$ cat config.mk
export PLATFORM = sky130hd
export DESIGN_NAME = stream_switch_connection_check
export DESIGN_NICKNAME = d
export VERILOG_FILES = /design/src/hw/rtl/ssc_pkg.sv /design/src/hw/rtl/stream_switch_connection_check.sv /design/src/hw/rtl/ssc_front.sv /design/src/hw/rtl/ssc_queue.sv /design/src/hw/rtl/ssc_back.sv
export SDC_FILE = /design/constraint.sdc
export NUM_CORES = 1
export LEC_CHECK = 0
export ABC_AREA = 0
export BUFFER_PORTS_ARGS = -buffer_cell sky130_fd_sc_hd__buf_4
export CORE_MARGIN = 2
export CORE_UTILIZATION = 50
export CTS_BUF_LIST = sky130_fd_sc_hd__clkbuf_4 sky130_fd_sc_hd__clkbuf_8 sky130_fd_sc_hd__clkbuf_16
export CTS_CLUSTER_DIAMETER = 50
export DETAILED_ROUTE_END_ITERATION = 8
export PLACE_DENSITY = 0.82
export REMOVE_ABC_BUFFERS = 1
export SYNTH_ARGS = -nofsm -noshare
export SYNTH_HDL_FRONTEND = slang
export SYNTH_HIERARCHICAL = 1
export SYNTH_SLANG_ARGS = --single-unit
$ cat constraint.sdc
create_clock -name clk -period 2.7 [get_ports clk]
set_clock_uncertainty 0.15 [all_clocks]
set_input_delay 0.675 -clock clk [delete_from_list [all_inputs] [get_ports clk]]
set_output_delay 0.675 -clock clk [all_outputs]
set_load 0.05 [all_outputs]
$ cat src/hw/rtl/ssc_pkg.sv
// ----------------------------------------------------------------------------
// ssc_pkg
// Shared types, port kind codes and port count lookup for the stream switch
// connection check.
// ----------------------------------------------------------------------------
package ssc_pkg;

	localparam int unsigned SSC_QUEUE_DEPTH = 2;

	// port kinds
	localparam logic [3:0] K_CORE  = 4'd0;
	localparam logic [3:0] K_DMA   = 4'd1;
	localparam logic [3:0] K_CTRL  = 4'd2;
	localparam logic [3:0] K_FIFO  = 4'd3;
	localparam logic [3:0] K_SOUTH = 4'd4;
	localparam logic [3:0] K_WEST  = 4'd5;
	localparam logic [3:0] K_NORTH = 4'd6;
	localparam logic [3:0] K_EAST  = 4'd7;
	localparam logic [3:0] K_TRACE = 4'd8;

	// device generations
	localparam logic GEN_A = 1'b0;
	localparam logic GEN_B = 1'b1;

	localparam logic [5:0] LAST_COL_A = 6'd49;
	localparam logic [5:0] LAST_COL_B = 6'd37;
	localparam logic [3:0] LAST_ROW_A = 4'd8;
	localparam logic [3:0] LAST_ROW_B = 4'd10;

	typedef enum logic [1:0] {
		TILE_SHIM,
		TILE_MEM,
		TILE_CORE
	} tile_class_t;

	// classified item handed from front to back
	typedef struct packed {
		logic        gen;
		tile_class_t cls;
		logic [3:0]  source_kind;
		logic [3:0]  source_channel;
		logic [3:0]  dest_kind;
		logic [3:0]  dest_channel;
		logic [3:0]  source_count;
		logic [3:0]  dest_count;
	} ssc_item_t;

	function automatic logic ssc_is_gateway(input logic gen, input logic [5:0] col);
		logic r;
		r = 1'b0;
		if (gen == GEN_B) begin
			r = col inside {6'd2, 6'd3, 6'd6, 6'd7, 6'd14, 6'd15,
				6'd22, 6'd23, 6'd30, 6'd31, 6'd34, 6'd35};
		end else begin
			r = col inside {6'd2, 6'd3, 6'd6, 6'd7, 6'd10, 6'd11, 6'd18, 6'd19,
				6'd26, 6'd27, 6'd34, 6'd35, 6'd42, 6'd43, 6'd46, 6'd47};
		end
		return r;
	endfunction

	function automatic logic [3:0] ssc_port_count(input logic gen, input logic src,
			input logic [5:0] col, input logic [3:0] row, input logic [3:0] kind);
		logic [3:0] west;
		logic [3:0] east;
		logic [3:0] r;
		logic [5:0] last_col;
		logic [3:0] last_row;
		last_col = (gen == GEN_B) ? LAST_COL_B : LAST_COL_A;
		last_row = (gen == GEN_B) ? LAST_ROW_B : LAST_ROW_A;
		west = (col == 6'd0) ? 4'd0 : 4'd4;
		east = (col == last_col) ? 4'd0 : 4'd4;
		r = 4'd0;
		if (gen == GEN_B && (row == 4'd1 || row == 4'd2)) begin
			case (kind)
				K_DMA:   r = 4'd6;
				K_NORTH: r = src ? 4'd4 : 4'd6;
				K_SOUTH: r = src ? 4'd6 : 4'd4;
				K_TRACE: r = src ? 4'd1 : 4'd0;
				K_CTRL:  r = 4'd1;
				default: r = 4'd0;
			endcase
		end else if (row == 4'd0) begin
			case (kind)
				K_FIFO:  r = (gen == GEN_B) ? 4'd1 : 4'd2;
				K_NORTH: r = src ? 4'd4 : 4'd6;
				K_WEST:  r = west;
				K_SOUTH: r = src ? 4'd8 : 4'd6;
				K_EAST:  r = east;
				K_TRACE: r = src ? 4'd1 : 4'd0;
				K_CTRL:  r = ssc_is_gateway(gen, col) ? 4'd1 : 4'd0;
				default: r = 4'd0;
			endcase
		end else begin
			case (kind)
				K_CORE:  r = (gen == GEN_B) ? 4'd1 : 4'd2;
				K_DMA:   r = 4'd2;
				K_FIFO:  r = (gen == GEN_B) ? 4'd1 : 4'd2;
				K_NORTH: r = (row == last_row) ? 4'd0 : (src ? 4'd4 : 4'd6);
				K_WEST:  r = west;
				K_SOUTH: r = src ? 4'd6 : 4'd4;
				K_EAST:  r = east;
				K_TRACE: r = src ? 4'd2 : 4'd0;
				K_CTRL:  r = 4'd1;
				default: r = 4'd0;
			endcase
		end
		return r;
	endfunction

endpackage

$ cat src/hw/rtl/stream_switch_connection_check.sv
// ----------------------------------------------------------------------------
// stream_switch_connection_check
// Checks whether a tile's stream switch may connect a source to a destination
// port and reports the port counts of both kinds.
// ----------------------------------------------------------------------------
// One query is taken every cycle while in_ready is high. Each item passes the
// front register (tile class and port count lookup), the queue, and the output
// register that applies the rules. With the output side stalled the block holds
// four items (output register, two queue entries, front register) before it
// holds off its input. device_select picks the array generation and may only
// be written while no query is in flight; a write completes in the cycle it is
// presented.
module stream_switch_connection_check import ssc_pkg::*; #(
	parameter int unsigned QUEUE_DEPTH = SSC_QUEUE_DEPTH
) (
	input  logic       clk,
	input  logic       arst_n,
	input  logic       cfg_valid,
	output logic       cfg_ready,
	input  logic       device_select,
	input  logic       in_valid,
	output logic       in_ready,
	input  logic [5:0] tile_column,
	input  logic [3:0] tile_row,
	input  logic [3:0] source_kind,
	input  logic [3:0] source_channel,
	input  logic [3:0] dest_kind,
	input  logic [3:0] dest_channel,
	output logic       out_valid,
	input  logic       out_ready,
	output logic       legal,
	output logic [3:0] source_port_count,
	output logic [3:0] dest_port_count
);

	logic      front_valid;
	logic      front_ready;
	ssc_item_t front_item;
	logic      back_valid;
	logic      back_ready;
	ssc_item_t back_item;

	ssc_front u_front (
		.clk           (clk),
		.arst_n        (arst_n),
		.cfg_valid     (cfg_valid),
		.cfg_ready     (cfg_ready),
		.device_select (device_select),
		.in_valid      (in_valid),
		.in_ready      (in_ready),
		.tile_column   (tile_column),
		.tile_row      (tile_row),
		.source_kind   (source_kind),
		.source_channel(source_channel),
		.dest_kind     (dest_kind),
		.dest_channel  (dest_channel),
		.item_valid    (front_valid),
		.item          (front_item),
		.item_ready    (front_ready)
	);

	ssc_queue #(
		.DEPTH(QUEUE_DEPTH)
	) u_queue (
		.clk       (clk),
		.arst_n    (arst_n),
		.push_valid(front_valid),
		.push_ready(front_ready),
		.push_item (front_item),
		.pop_valid (back_valid),
		.pop_ready (back_ready),
		.pop_item  (back_item)
	);

	ssc_back u_back (
		.clk              (clk),
		.arst_n           (arst_n),
		.item_valid       (back_valid),
		.item_ready       (back_ready),
		.item             (back_item),
		.out_valid        (out_valid),
		.out_ready        (out_ready),
		.legal            (legal),
		.source_port_count(source_port_count),
		.dest_port_count  (dest_port_count)
	);

endmodule

$ cat src/hw/rtl/ssc_front.sv
// ----------------------------------------------------------------------------
// ssc_front
// Holds the device register, classifies the tile and looks up both port
// counts, then registers the classified item for the queue.
// ----------------------------------------------------------------------------
module ssc_front import ssc_pkg::*; (
	input  logic       clk,
	input  logic       arst_n,
	input  logic       cfg_valid,
	output logic       cfg_ready,
	input  logic       device_select,
	input  logic       in_valid,
	output logic       in_ready,
	input  logic [5:0] tile_column,
	input  logic [3:0] tile_row,
	input  logic [3:0] source_kind,
	input  logic [3:0] source_channel,
	input  logic [3:0] dest_kind,
	input  logic [3:0] dest_channel,
	output logic       item_valid,
	output ssc_item_t  item,
	input  logic       item_ready
);

	logic        device_select_q;
	logic        valid_s1;
	ssc_item_t   item_s1;
	ssc_item_t   item_d;
	tile_class_t cls_d;

	assign cfg_ready  = 1'b1;
	assign in_ready   = !valid_s1 || item_ready;
	assign item_valid = valid_s1;
	assign item       = item_s1;

	always_comb begin
		if (device_select_q == GEN_B && (tile_row == 4'd1 || tile_row == 4'd2)) begin
			cls_d = TILE_MEM;
		end else if (tile_row == 4'd0) begin
			cls_d = TILE_SHIM;
		end else begin
			cls_d = TILE_CORE;
		end
		item_d.gen            = device_select_q;
		item_d.cls            = cls_d;
		item_d.source_kind    = source_kind;
		item_d.source_channel = source_channel;
		item_d.dest_kind      = dest_kind;
		item_d.dest_channel   = dest_channel;
		item_d.source_count   = ssc_port_count(device_select_q, 1'b1, tile_column,
			tile_row, source_kind);
		item_d.dest_count     = ssc_port_count(device_select_q, 1'b0, tile_column,
			tile_row, dest_kind);
	end

	always_ff @(posedge clk or negedge arst_n) begin
		if (!arst_n) begin
			device_select_q <= GEN_A;
			valid_s1        <= 1'b0;
		end else begin
			if (cfg_valid && cfg_ready) begin
				device_select_q <= device_select;
			end
			if (in_ready) begin
				valid_s1 <= in_valid;
			end
		end
	end

	always_ff @(posedge clk) begin
		if (in_valid && in_ready) begin
			item_s1 <= item_d;
		end
	end

endmodule

$ cat src/hw/rtl/ssc_queue.sv
// ----------------------------------------------------------------------------
// ssc_queue
// Short first-in first-out queue of classified items between front and back.
// ----------------------------------------------------------------------------
module ssc_queue import ssc_pkg::*; #(
	parameter int unsigned DEPTH = SSC_QUEUE_DEPTH
) (
	input  logic      clk,
	input  logic      arst_n,
	input  logic      push_valid,
	output logic      push_ready,
	input  ssc_item_t push_item,
	output logic      pop_valid,
	input  logic      pop_ready,
	output ssc_item_t pop_item
);

	localparam int unsigned PTR_W = (DEPTH > 1) ? $clog2(DEPTH) : 1;
	localparam int unsigned CNT_W = $clog2(DEPTH + 1);

	ssc_item_t          mem_q [DEPTH];
	logic [PTR_W-1:0]   wr_ptr_q;
	logic [PTR_W-1:0]   rd_ptr_q;
	logic [CNT_W-1:0]   count_q;
	logic               push;
	logic               pop;

	assign push_ready = (count_q != CNT_W'(DEPTH));
	assign pop_valid  = (count_q != '0);
	assign pop_item   = mem_q[rd_ptr_q];
	assign push       = push_valid && push_ready;
	assign pop        = pop_valid && pop_ready;

	function automatic logic [PTR_W-1:0] next_ptr(input logic [PTR_W-1:0] p);
		logic [PTR_W-1:0] n;
		n = (p == PTR_W'(DEPTH - 1)) ? '0 : p + PTR_W'(1);
		return n;
	endfunction

	always_ff @(posedge clk or negedge arst_n) begin
		if (!arst_n) begin
			wr_ptr_q <= '0;
			rd_ptr_q <= '0;
			count_q  <= '0;
		end else begin
			if (push) begin
				wr_ptr_q <= next_ptr(wr_ptr_q);
			end
			if (pop) begin
				rd_ptr_q <= next_ptr(rd_ptr_q);
			end
			if (push && !pop) begin
				count_q <= count_q + CNT_W'(1);
			end else if (pop && !push) begin
				count_q <= count_q - CNT_W'(1);
			end
		end
	end

	always_ff @(posedge clk) begin
		if (push) begin
			mem_q[wr_ptr_q] <= push_item;
		end
	end

	a_count_bound: assert property (@(posedge clk) disable iff (!arst_n)
		count_q <= CNT_W'(DEPTH))
		else $error("queue count beyond depth");

	a_count_track: assert property (@(posedge clk) disable iff (!arst_n)
		(push && !pop) |=> count_q == $past(count_q) + CNT_W'(1))
		else $error("queue count missed a push");

	a_ptr_gap: assert property (@(posedge clk) disable iff (!arst_n)
		(count_q == '0) |-> (wr_ptr_q == rd_ptr_q))
		else $error("empty queue with pointers apart");

endmodule

$ cat src/hw/rtl/ssc_back.sv
// ----------------------------------------------------------------------------
// ssc_back
// Applies the range check and the generation's routing rules and holds the
// result in the output register.
// ----------------------------------------------------------------------------
module ssc_back import ssc_pkg::*; (
	input  logic       clk,
	input  logic       arst_n,
	input  logic       item_valid,
	output logic       item_ready,
	input  ssc_item_t  item,
	output logic       out_valid,
	input  logic       out_ready,
	output logic       legal,
	output logic [3:0] source_port_count,
	output logic [3:0] dest_port_count
);

	localparam logic [15:0] M_CORE  = 16'b1 << K_CORE;
	localparam logic [15:0] M_DMA   = 16'b1 << K_DMA;
	localparam logic [15:0] M_CTRL  = 16'b1 << K_CTRL;
	localparam logic [15:0] M_FIFO  = 16'b1 << K_FIFO;
	localparam logic [15:0] M_SOUTH = 16'b1 << K_SOUTH;
	localparam logic [15:0] M_WEST  = 16'b1 << K_WEST;
	localparam logic [15:0] M_NORTH = 16'b1 << K_NORTH;
	localparam logic [15:0] M_EAST  = 16'b1 << K_EAST;
	localparam logic [15:0] M_SN    = M_SOUTH | M_NORTH;
	localparam logic [15:0] M_FABRIC = M_CTRL | M_FIFO | M_SOUTH | M_WEST |
		M_NORTH | M_EAST;
	// dma channel that memory tiles reserve for control and trace
	localparam logic [3:0] MEM_DMA_CTRL_CHANNEL = 4'd5;

	logic       out_valid_q;
	logic       legal_q;
	logic [3:0] source_count_q;
	logic [3:0] dest_count_q;
	logic       legal_d;

	function automatic logic rules_b(input ssc_item_t it);
		logic [15:0] sb;
		logic [15:0] db;
		logic        same;
		logic        r;
		sb   = 16'b1 << it.source_kind;
		db   = 16'b1 << it.dest_kind;
		same = (it.source_channel == it.dest_channel);
		r    = 1'b0;
		case (it.cls)
			TILE_MEM: begin
				if (it.source_kind == K_DMA) begin
					r = (it.dest_kind == K_DMA) ? same : |(db & (M_CTRL | M_SN));
				end else if (it.source_kind == K_CTRL) begin
					r = (it.dest_kind == K_DMA) ?
						(it.dest_channel == MEM_DMA_CTRL_CHANNEL) : |(db & M_SN);
				end else if (|(sb & M_SN)) begin
					if (|(db & (M_DMA | M_CTRL))) begin
						r = 1'b1;
					end else begin
						r = |(db & M_SN) && same;
					end
				end else if (it.source_kind == K_TRACE) begin
					r = (it.dest_kind == K_DMA) ?
						(it.dest_channel == MEM_DMA_CTRL_CHANNEL) :
						(it.dest_kind == K_SOUTH);
				end
			end
			TILE_SHIM: begin
				if (it.source_kind == K_CTRL) begin
					r = (it.dest_kind != K_CTRL);
				end else if (|(sb & (M_FIFO | M_SOUTH))) begin
					r = |(db & M_FABRIC);
				end else if (|(sb & (M_WEST | M_NORTH | M_EAST))) begin
					r = (it.source_kind == it.dest_kind) ? same : |(db & M_FABRIC);
				end else if (it.source_kind == K_TRACE) begin
					if (|(db & (M_FIFO | M_SOUTH))) begin
						r = 1'b1;
					end else begin
						r = |(db & (M_WEST | M_EAST)) && (it.dest_channel == 4'd0);
					end
				end
			end
			default: begin
				if (|(sb & (M_DMA | M_FIFO | M_SOUTH | M_WEST | M_NORTH | M_EAST)) &&
						|(db & (M_FABRIC | M_CORE | M_DMA))) begin
					r = (it.source_kind == it.dest_kind) ? same : 1'b1;
				end else if (it.source_kind == K_CORE) begin
					r = (it.dest_kind != K_CORE);
				end else if (it.source_kind == K_CTRL) begin
					r = (it.dest_kind != K_CTRL) && (it.dest_kind != K_DMA);
				end else if (it.source_kind == K_TRACE) begin
					r = (it.dest_kind == K_DMA) ? (it.dest_channel == 4'd0) :
						|(db & (M_FIFO | M_SOUTH));
				end
			end
		endcase
		return r;
	endfunction

	always_comb begin
		if (item.source_channel >= item.source_count ||
				item.dest_channel >= item.dest_count) begin
			legal_d = 1'b0;
		end else if (item.gen == GEN_B) begin
			legal_d = rules_b(item);
		end else begin
			legal_d = (item.source_kind == K_TRACE) ? (item.dest_kind == K_SOUTH) : 1'b1;
		end
	end

	assign item_ready        = !out_valid_q || out_ready;
	assign out_valid         = out_valid_q;
	assign legal             = legal_q;
	assign source_port_count = source_count_q;
	assign dest_port_count   = dest_count_q;

	always_ff @(posedge clk or negedge arst_n) begin
		if (!arst_n) begin
			out_valid_q <= 1'b0;
		end else if (item_ready) begin
			out_valid_q <= item_valid;
		end
	end

	always_ff @(posedge clk) begin
		if (item_valid && item_ready) begin
			legal_q        <= legal_d;
			source_count_q <= item.source_count;
			dest_count_q   <= item.dest_count;
		end
	end

	a_legal_in_range: assert property (@(posedge clk) disable iff (!arst_n)
		(out_valid_q && legal_q) |-> (source_count_q != 4'd0 && dest_count_q != 4'd0))
		else $error("legal item with an empty port count");

endmodule
==> metrics.yaml <==
outcome: "finished, final reports clean"
fillers: 727
async_flop_share_pct: 7.29
fin_nets: 450
cts_buffer_depth: 2
dp.final_hpwl_microns: 6610
fmax_mhz: 375
cp_slowest_cell: "or4_4"
maxCapViolations: 0
rows: 35
fin_crit_ps: 2670
cts_sinks: 96
maxSlewViolCount: 0
p_per_area_nw_per_um2: 1060
arrival_ps: 2720
multi_input_area_sq_um: 1710
core_sq_um: 9280
postLayoutCellArea_sq_um: 5520
grt_pass1_vias: 2838
firstDrtPassIters: 4
drc_errors: 0
startpoint_type: "flip-flop"
cts_buffers: 9
yosys-top-cells-area: "edfxtp_1 (56%), mux2_4 (6.0%), dfrtp_1 (3.7%), ha_1 (2.3%), mux2_2 (1.9%)"
path_delay_family: "compound AO/OA/AOI/OAI gates"
total_leakage_power_nw: 2.08
netlist_instances: 356
cts_root_buf: "clkbuf_8"
synth.distinct_cells: 66
end_kind: "flip-flop"
crit_type: "reg2reg"
seqCellArea_sq_um: 2850
io_buffers: 42
met2_length_microns: 4810
die_h_microns: 102
grt_max_degree: 28
synth.avg_cell_area_sq_um: 13.5
dr.first_iter.drc_count: 198
drive_gt1_share_pct: 29.0
slew_headroom_pct: 62.3
worst_slack_ps: 32.8
crit_chain: "buf_12 > mux2_4 > or4_4 > a211o_1 > a21oi_2 > a21o_1 > a41oi_1 > a211oi_2"
finalHoldViolations: 0
period_share_pct: 98.8
initial_utilization_pct: 51.6
synth-seq-cells: 96
tightest_slew_ps: 565
synth.largest_area_cell: "edfxtp_1"
path_buf_inv: 1
via_per_inst: 5.42
worstPathMaxFanout: 4
dr_wl_met3_microns: 253
synth_common_cells: "edfxtp_1 (89), mux2_4 (19), nor2_1 (19)"
wirelength_met1_microns: 3870
grt_first_pass_wirelength_microns: 14200
routed.top_layer: "met4"
clk-insertion-delay-late_ps: 350
yosys.cell_count.top_type: "edfxtp_1"
synthesis.area_sq_um: 4790
yosys.area.top_type_share_pct: 55.8
synth_edf_count: 89
synth_flop_cell: "edfxtp_1"
hold_class: "reg2reg"
h-tree-depth: 3
yosysSeqAreaShare_pct: 59.4
drt-total-wl_microns: 9140
cpPeakStageDelay_ps: 510
globalplace.congestion: 0.965
antenna_found_initial: 0
setup_viol: 0
diodes: 0
yosysWarnings: 6
pre_cts_ws_ps: -44.7
worstPathRequired_ps: 2750
vias: 2943
wl_per_cell_microns: 16.8
place_area_sq_um: 5270
cts_tree: "built"
grt_overflow: 0
ant_nets: 0
path_clk_slew_ps: 100
areaGrowthSynthToFinish_pct: 15.3
dieArea_sq_um: 10400
die_x_microns: 102
fin_util_pct: 59.5
track_usage_pct: 17.9
io-pin-count: 44
max-vdd-ir-drop_mv: 0.403
area by class of cell:
class | count | area share [%]
Tap cell | 129 | 2.92
Clock inverter | 7 | 1.36
Multi-Input combinational cell | 222 | 31.0
Timing Repair Buffer | 63 | 9.74
Clock buffer | 9 | 2.24
Inverter | 17 | 1.16
Sequential cell | 96 | 51.6
final timing paths:
path                                  startpoint                   end  slack, ps  cells past startpoint
worst min register to register  u_front/item[25]  u_queue/mem_q[0][25]        300                      0
worst min-delay path            u_front/item[25]  u_queue/mem_q[0][25]        300                      0
max in group asynchronous                 arst_n      u_queue/rd_ptr_q       1740                      2
worst max register to register  u_queue/rd_ptr_q          u_back/legal         30                      8
worst max-delay path            u_queue/rd_ptr_q          u_back/legal         30                      8
min in group asynchronous                 arst_n      u_queue/rd_ptr_q        520                      2
report_power, final:
group	switching (mW)	leakage, nW	internal (mW)
sequential	0.155	0.924	2.17
clock	0.532	0.0981	0.365
combinational	1.50	1.06	1.15
total	2.19	2.08	3.69
per-layer routing:
metal | vias up | GRT usage [%]
met4 | 0 | 8.41
met5 | - | 0
li1 | 1439 | -
met1 | 1399 | 23.4
met2 | 88 | 30.2
met3 | 17 | 1.98
layout by cell type, fill, tap and decap left out, types with 3 or more instances in the layout:
cell type	netlist	routed
xnor2_1	9	9
nand3_1	8	8
mux2_2	8	8
o2111ai_1	4	4
ha_1	9	9
nor3_1	7	6
nor2_1	19	18
buf_4	6	57
buf_12	2	5
nor3b_1	5	5
nand2b_1	13	13
nor2b_1	5	5
mux2_4	19	19
dfrtp_1	7	6
nand2_1	11	11
xor2_1	9	9
a31oi_1	6	6
inv_1	16	16
and2_1	3	3
nor4_1	6	6
edfxtp_1	89	89
o21ai_0	16	16
clkbuf_8	0	9
a21oi_1	14	14
inv_8	0	3
metrics by stage:
stage | total power, mW | instances | setup TNS, ps | hold slack, ps
final | 5.87 | 543 | 0 | 300
after global routing | 6.21 | 543 | -36.1 | 314
after CTS | 5.83 | 541 | 0 | 302
after detailed placement | 4.94 | 524 | -44.7 | 279
after global placement | 4.86 | 524 | 0 | 275
after floorplan | 4.07 | 335 | -422 | 229
state kept, by name, indices dropped and copies added (netlist names):
signal / count
u_back/source_port_count: 4
u_queue/count_q: 2
u_queue/rd_ptr_q: 1
u_front/item_valid: 1
u_back/out_valid: 1
u_front/item: 26
u_front/device_select_q: 1
u_queue/wr_ptr_q: 1
u_back/legal: 1
u_queue/mem_q: 54
u_back/dest_port_count: 4
cell families after synthesis:
family,Yosys count,synth area share [%]
and+or+nand+nor,99,12.2
DFF,96,59.4
AOI/OAI and AO/OA,65,9.01
buffers and inverters,38,5.30
muxes,28,8.04
xor gates and xnor gates,18,3.29
adders and majority gates,10,2.56
other,2,0.157
worst register-to-register path, cell delays in order (launching register included):
cell and delay, ps:
dfrtp_2 480, buf_12 150, mux2_4 340, or4_4 510, a211o_1 290, a21oi_2 150
a21o_1 100, a41oi_1 130, a211oi_2 220
what timing repair did:
| item | in CTS | in global routing |
|---|---|---|
| hold endpoints to repair | 7 | 0 |
| pin swaps | 0 | 3 |
| setup endpoints to repair | 1 | 1 |
| resized for setup | 1 | 3 |
| hold buffers | 1 | 0 |
| setup buffers | 0 | 2 |
(Power assumes the default switching activity.)
